--- config.mk ---
export PLATFORM = sky130hd
export DESIGN_NAME = whdr_cell
export DESIGN_NICKNAME = d
export VERILOG_FILES = /design/src/hdl/whdr_pkg.sv /design/src/hdl/whdr_cell.sv
export SDC_FILE = /design/constraint.sdc
export NUM_CORES = 1
export LEC_CHECK = 0
export BUFFER_PORTS_ARGS = -buffer_cell sky130_fd_sc_hd__clkbuf_2
export CAP_MARGIN = 15
export CORE_AREA = 2 2 165 167
export CTS_CLUSTER_SIZE = 25
export DETAILED_ROUTE_END_ITERATION = 12
export DIE_AREA = 0 0 167 169
export PLACE_DENSITY_LB_ADDON = 0.25
export SYNTH_ARGS = -nofsm -noshare
export SYNTH_HDL_FRONTEND = slang
export SYNTH_SLANG_ARGS = --single-unit
--- constraint.sdc ---
create_clock -name i_clk -period 3.2 [get_ports i_clk]
set_input_delay 0.16 -clock i_clk [delete_from_list [all_inputs] [get_ports i_clk]]
set_output_delay 0.16 -clock i_clk [all_outputs]
set_load 0.05 [all_outputs]
--- src/hdl/whdr_pkg.sv ---
// whdr_pkg: types, codes and constants shared by the window stacking table
// used by whdr_cell and window_hit_drag_raise, no dependencies
package whdr_pkg;

    localparam int MAX_WIN_DEF = 16;
    localparam logic [7:0] TBH_RESET = 8'd20;

    localparam logic CMD_ADD   = 1'b0;
    localparam logic CMD_MOUSE = 1'b1;

    localparam logic [2:0] ST_ADDED  = 3'd0;
    localparam logic [2:0] ST_FULL   = 3'd1;
    localparam logic [2:0] ST_IDLE   = 3'd2;
    localparam logic [2:0] ST_PICKED = 3'd3;
    localparam logic [2:0] ST_MOVED  = 3'd4;

    typedef struct packed {
        logic signed [15:0] left;
        logic signed [15:0] top;
        logic [11:0]        wide;
        logic [11:0]        tall;
        logic [3:0]         ident;
        logic signed [16:0] dx;
        logic signed [16:0] dy;
    } t_entry;

    localparam int ENT_W = $bits(t_entry);

    typedef struct packed {
        logic load_new;
        logic load_hit;
        logic load_swap;
        logic tok_load;
        logic shift;
        logic clear;
    } t_cell_cmd;

endpackage

--- src/hdl/whdr_cell.sv ---
// whdr_cell: one stacking slot, holds a window entry and the scan token
// and tests the pointer against its title bar; depends on whdr_pkg
module whdr_cell (
    input  logic               i_clk,
    input  logic               i_rst_n,
    input  whdr_pkg::t_cell_cmd i_cmd,
    input  logic               i_tok_in,
    input  whdr_pkg::t_entry   i_new_ent,
    input  whdr_pkg::t_entry   i_top_ent,
    input  whdr_pkg::t_entry   i_hit_ent,
    input  logic signed [15:0] i_px,
    input  logic signed [15:0] i_py,
    input  logic [7:0]         i_tbh,
    output whdr_pkg::t_entry   o_ent,
    output logic               o_tok,
    output logic               o_hit
);
    import whdr_pkg::*;

    t_entry r_ent;
    t_entry n_ent;
    logic   r_tok;
    logic   n_tok;

    logic signed [16:0] px17;
    logic signed [16:0] py17;
    logic signed [16:0] left17;
    logic signed [16:0] top17;
    logic signed [16:0] right17;
    logic signed [16:0] bar17;
    logic               in_bar;

    always_comb begin
        px17    = $signed({i_px[15], i_px});
        py17    = $signed({i_py[15], i_py});
        left17  = $signed({r_ent.left[15], r_ent.left});
        top17   = $signed({r_ent.top[15], r_ent.top});
        right17 = left17 + $signed({5'd0, r_ent.wide});
        bar17   = top17 - $signed({9'd0, i_tbh});
        in_bar  = (px17 >= left17) && (px17 < right17) && (py17 >= bar17) && (py17 < top17);
    end

    always_comb begin
        n_ent = r_ent;
        if (i_cmd.load_new) begin
            n_ent = i_new_ent;
        end else if (i_cmd.load_hit) begin
            n_ent = i_hit_ent;
        end else if (i_cmd.load_swap) begin
            n_ent = i_top_ent;
        end
    end

    always_comb begin
        n_tok = r_tok;
        if (i_cmd.clear) begin
            n_tok = 1'b0;
        end else if (i_cmd.tok_load) begin
            n_tok = 1'b1;
        end else if (i_cmd.shift) begin
            n_tok = i_tok_in;
        end
    end

    always_ff @(posedge i_clk) begin
        r_ent <= n_ent;
    end

    always_ff @(posedge i_clk) begin
        if (!i_rst_n) begin
            r_tok <= 1'b0;
        end else begin
            r_tok <= n_tok;
        end
    end

    assign o_ent = r_ent;
    assign o_tok = r_tok;
    assign o_hit = r_tok & in_bar;

endmodule

==> results.txt <==
----------------------------------------------------
[Drt]
  Number of vias per cell ... 4.52
  Highest metal used ... met4
  Detailed Route Iter0 Violations ... 335
  Via count ... 7109
  Final routed wire length divided by cell count ... 15.9 µm
  Count of nets left with antenna violations after detail routing ... 0
  Number of search-and-repair iterations in the first detailed-routing pass ... 7
  Met3 Wirelength ... 1220 µm
  DRC ... 0
  Metal1 wirelength ... 10700 µm
  Routed length on met2 ... 12800 µm
  Post-detailed-routing wire length ... 25000 µm

[Worst setup path]
  CP Capture Type ... output port
  Worst-path fanout max ... 2
  Cell-by-cell trace of the critical path ... ha_2, inv_1, fa_2, nor2b_4, o31ai_4, a21oi_2, buf_4, o31ai_4, nor3_2, xnor2_1, ha_1, a21o_1, a21oi_1, mux2i_1, nor3_2, o311ai_2, nor4bb_4, buf_12
  WP data required ... 3.04 ns
  Category of the worst setup path launch point ... register
  Kind of critical path ... reg -> out
  Worst stage delay on the critical path ... 0.37 ns
  CP max-delay cell ... sky130_fd_sc_hd__edfxtp_1
  Arrival time reported for the critical path endpoint ... 3.67 ns

[Timing]
  Final Hold Fails ... 0
  Portion of the clock cycle consumed by the worst path in the final layout ... 120%
  Shortest clock period the worst path allows after layout ... 3.83 ns
  Slack of the critical path ... -0.625 ns
  Worst Max-Slew Pin Slew ... 0.646 ns
  Total count of max-transition violations in the final report ... 0
  Headroom to the max-slew limit ... 56.9%
  RSZ-0062 raised after global routing ... yes
  Clock Skews ... 0 ns
  Upper clock frequency limit ... 261 MHz
  Number of setup violations in the final report ... 1

[Pwr]
  Largest vdd supply drop ... 0.288 mV
  P per Cell Area ... 458 mW/mm²
  Static Leakage ... 5.55 nW

[Placement]
  Number of port buffers ... 426
  Half-perimeter wire length after placement ... 21600 µm
  Routability-driven placement congestion ratio ... 0.866
  Instance area at placement ... 0.0104 mm²
  Placed Cells incl. Taps ... 1554

[Synth]
  Post-synth EDFFs ... 94
  Average cell area after synthesis ... 9.77 µm²
  Primary flip-flop cell chosen by synthesis mapping ... sky130_fd_sc_hd__edfxtp_1
  Synth Register Bits ... 95
  Distinct cell type count of the synthesized netlist ... 57
  Share of flip-flops with an asynchronous set or reset after synthesis ... 0%
  Synthesized instance count ... 755
  Sequential share of the synthesized area ... 38.5%
  Post-Syn Nets ... 1172
  Count of synthesis-stage warnings from yosys ... 0
  Total standard cell area after synthesis ... 0.00738 mm²

[Clocking]
  Root buffer selected by CTS ... sky130_fd_sc_hd__clkbuf_16
  Number of sinks on the clock net ... 95
  Clk pin slew, worst setup/hold paths ... 0.07 ns
  H-tree levels ... 3
  Maximum number of buffers from clock root to sink ... 2
  Clock tree from TritonCTS ... done
  Clock latency of the later-clocked register in the worst-skew pair ... 0.33 ns
  CTS Buf Count ... 9

[Global routing]
  Number of global-route vias before repair ... 6976
  Total congestion overflow after global routing ... 0
  Global-route wire length before repair ... 37500 µm
  Initial antenna violation count ... 0
  Pin count of the biggest net entering global routing ... 189
  GRT Util Overall ... 17.1%

[Die]
  Die Span Y ... 169 µm
  Top-Level Pins ... 427
  Effective utilization at floorplan ... 27.8%
  Placement Rows ... 60
  Floorplan die area ... 0.0282 mm²
  Width of the die ... 167 µm
  Core box area ... 0.0265 mm²

[Finish]
  Net count reported at finish ... 1645
  Non-filler instance count after layout ... 1573
  Antenna diode count ... 0
  Fraction of layout cells with a size suffix above 1 ... 43.7%
  Finished layout cell area ... 0.0108 mm²
  Area growth from synthesis to layout ... 46.5%

[Outcome]
  Failing checks ... negative setup slack
  Status ... finished with violations

[Run]
  Max capacitance violation total ... 0

[Worst hold path]
  Tightest Hold Check Type ... in -> reg

----------------------------------------------------
## layout make-up
type | count | area (µm²)
fill | 2711 | 15700
multi-input combinational | 581 | 4350
sequential | 95 | 2840
timing repair buffer | 494 | 2700
tap | 341 | 427
clock buffer | 10 | 229
inverter | 47 | 176
clock inverter | 5 | 83.8
## Yosys cell counts, drive strengths merged (3+ instances only)
cell type	n	share of area, %
nor2b	10	0.85
mux2i	95	13
buf	10	0.64
or2	4	0.34
nor3	11	0.75
o31ai	4	0.66
edfxtp	94	38
inv	47	2.4
o21a	9	0.92
nand3	10	0.68
xor2	10	1.2
o211ai	3	0.37
a21o	9	0.92
clkbuf	22	1.1
a211oi	4	0.41
a21oi	21	1.6
o21ai	112	7.6
a31oi	6	0.51
nand4	15	1.3
nand2b	6	0.51
nand2	109	5.5
nor2	15	0.76
xnor2	14	1.7
ha	84	14
## critical path: cells and delay by family (launching register included)
kind                     cells  cell delay, ns
buffers and inverters        3            0.37
adder cells (fa/ha/maj)      3            0.81
AND/OR/NAND/NOR              4            0.78
XOR/XNOR                     1            0.13
flip-flops                   1            0.37
AO/OA/AOI/OAI                6            0.74
multiplexers                 1            0.11
## logic make-up (layout without fill, tap and decap cells)
family	count (synthesis)	in the layout	share of synthesized area [%]
buffers and inverters	79	556	4.16
AO/OA/AOI/OAI	186	186	15.1
multiplexers	95	95	12.9
adder cells (fa/ha/maj)	86	86	14.8
XOR/XNOR	24	24	2.85
AND/OR/NAND/NOR	190	190	11.7
flip-flops	95	95	38.5
## registers in the layout (all words and copies together), names as in the netlist
signal,count
o_tok,1
o_ent,94
## through the flow
step / total power [mW] / TNS, ns / hold WS, ns / utilization, % / setup WS, ns
finish: 4.95 / -0.625 / 0.0827 / 40.8 / -0.625
global route: 5.27 / -0.889 / 0.0693 / 40.8 / -0.889
CTS: 5.02 / -0.668 / 0.0610 / 40.7 / -0.668
detailed placement: 3.81 / -0.380 / 0.342 / 39.2 / -0.380
global placement: 3.79 / -0.284 / 0.332 / 39.2 / -0.284
floorplan: 3.01 / -0.682 / 0.236 / - / -0.682
## what timing repair did
item / 4_1_cts / 5_1_grt
setup endpoints to repair: 1 / 1
pin swaps: 8 / 3
gates resized for setup: 11 / 4
setup buffers: 2 / 1
endpoints found under the hold margin: 1 / 0
hold buffers: 1 / 0
## power breakdown
group | total (mW) | switching (mW) | internal [mW]
Combinational | 2.20 | 1.33 | 0.864
Clock | 1.15 | 0.464 | 0.683
Sequential | 1.61 | 0.0768 | 1.54
## path summary, 6_finish.rpt
kind | start | to | slack [ns] | depth (start not counted)
worst max-delay path | o_ent[50] | o_hit | -0.63 | 18
worst min-delay path | i_rst_n | o_tok | 0.08 | 2
worst max register to register | o_tok | o_tok | 2.35 | 3
worst min register to register | o_tok | o_tok | 0.78 | 3
## placed cells by master, fill, tap and decap left out, drive strengths merged, types with 2 or more instances in the layout
cell type | synthesis | routed
nor2 | 15 | 15
nand2 | 109 | 109
a21o | 9 | 9
nor3 | 11 | 11
clkinvlp | 0 | 2
o21a | 9 | 9
o211ai | 3 | 3
fa | 2 | 2
a21oi | 21 | 21
nand3 | 10 | 10
or3 | 2 | 2
mux2i | 95 | 95
nor2b | 10 | 10
o311ai | 2 | 2
a21boi | 2 | 2
o2111ai | 2 | 2
and3 | 2 | 2
a31oi | 6 | 6
ha | 84 | 84
edfxtp | 94 | 94
o31ai | 4 | 4
or2 | 4 | 4
inv | 47 | 47
o21ai | 112 | 112
nand2b | 6 | 6
o21bai | 2 | 2
clkbuf | 22 | 433
bufinv | 0 | 2
xor2 | 10 | 10
buf | 10 | 70
xnor2 | 14 | 14
nand4 | 15 | 15
a211oi | 4 | 4
## layer usage
layer,up-vias,track usage (%)
met1,3155,21.6
met4,0,3.79
met2,224,30.5
met3,18,3.02
met5,-,0
li1,3712,-
Power figures use the tool's default switching activity.
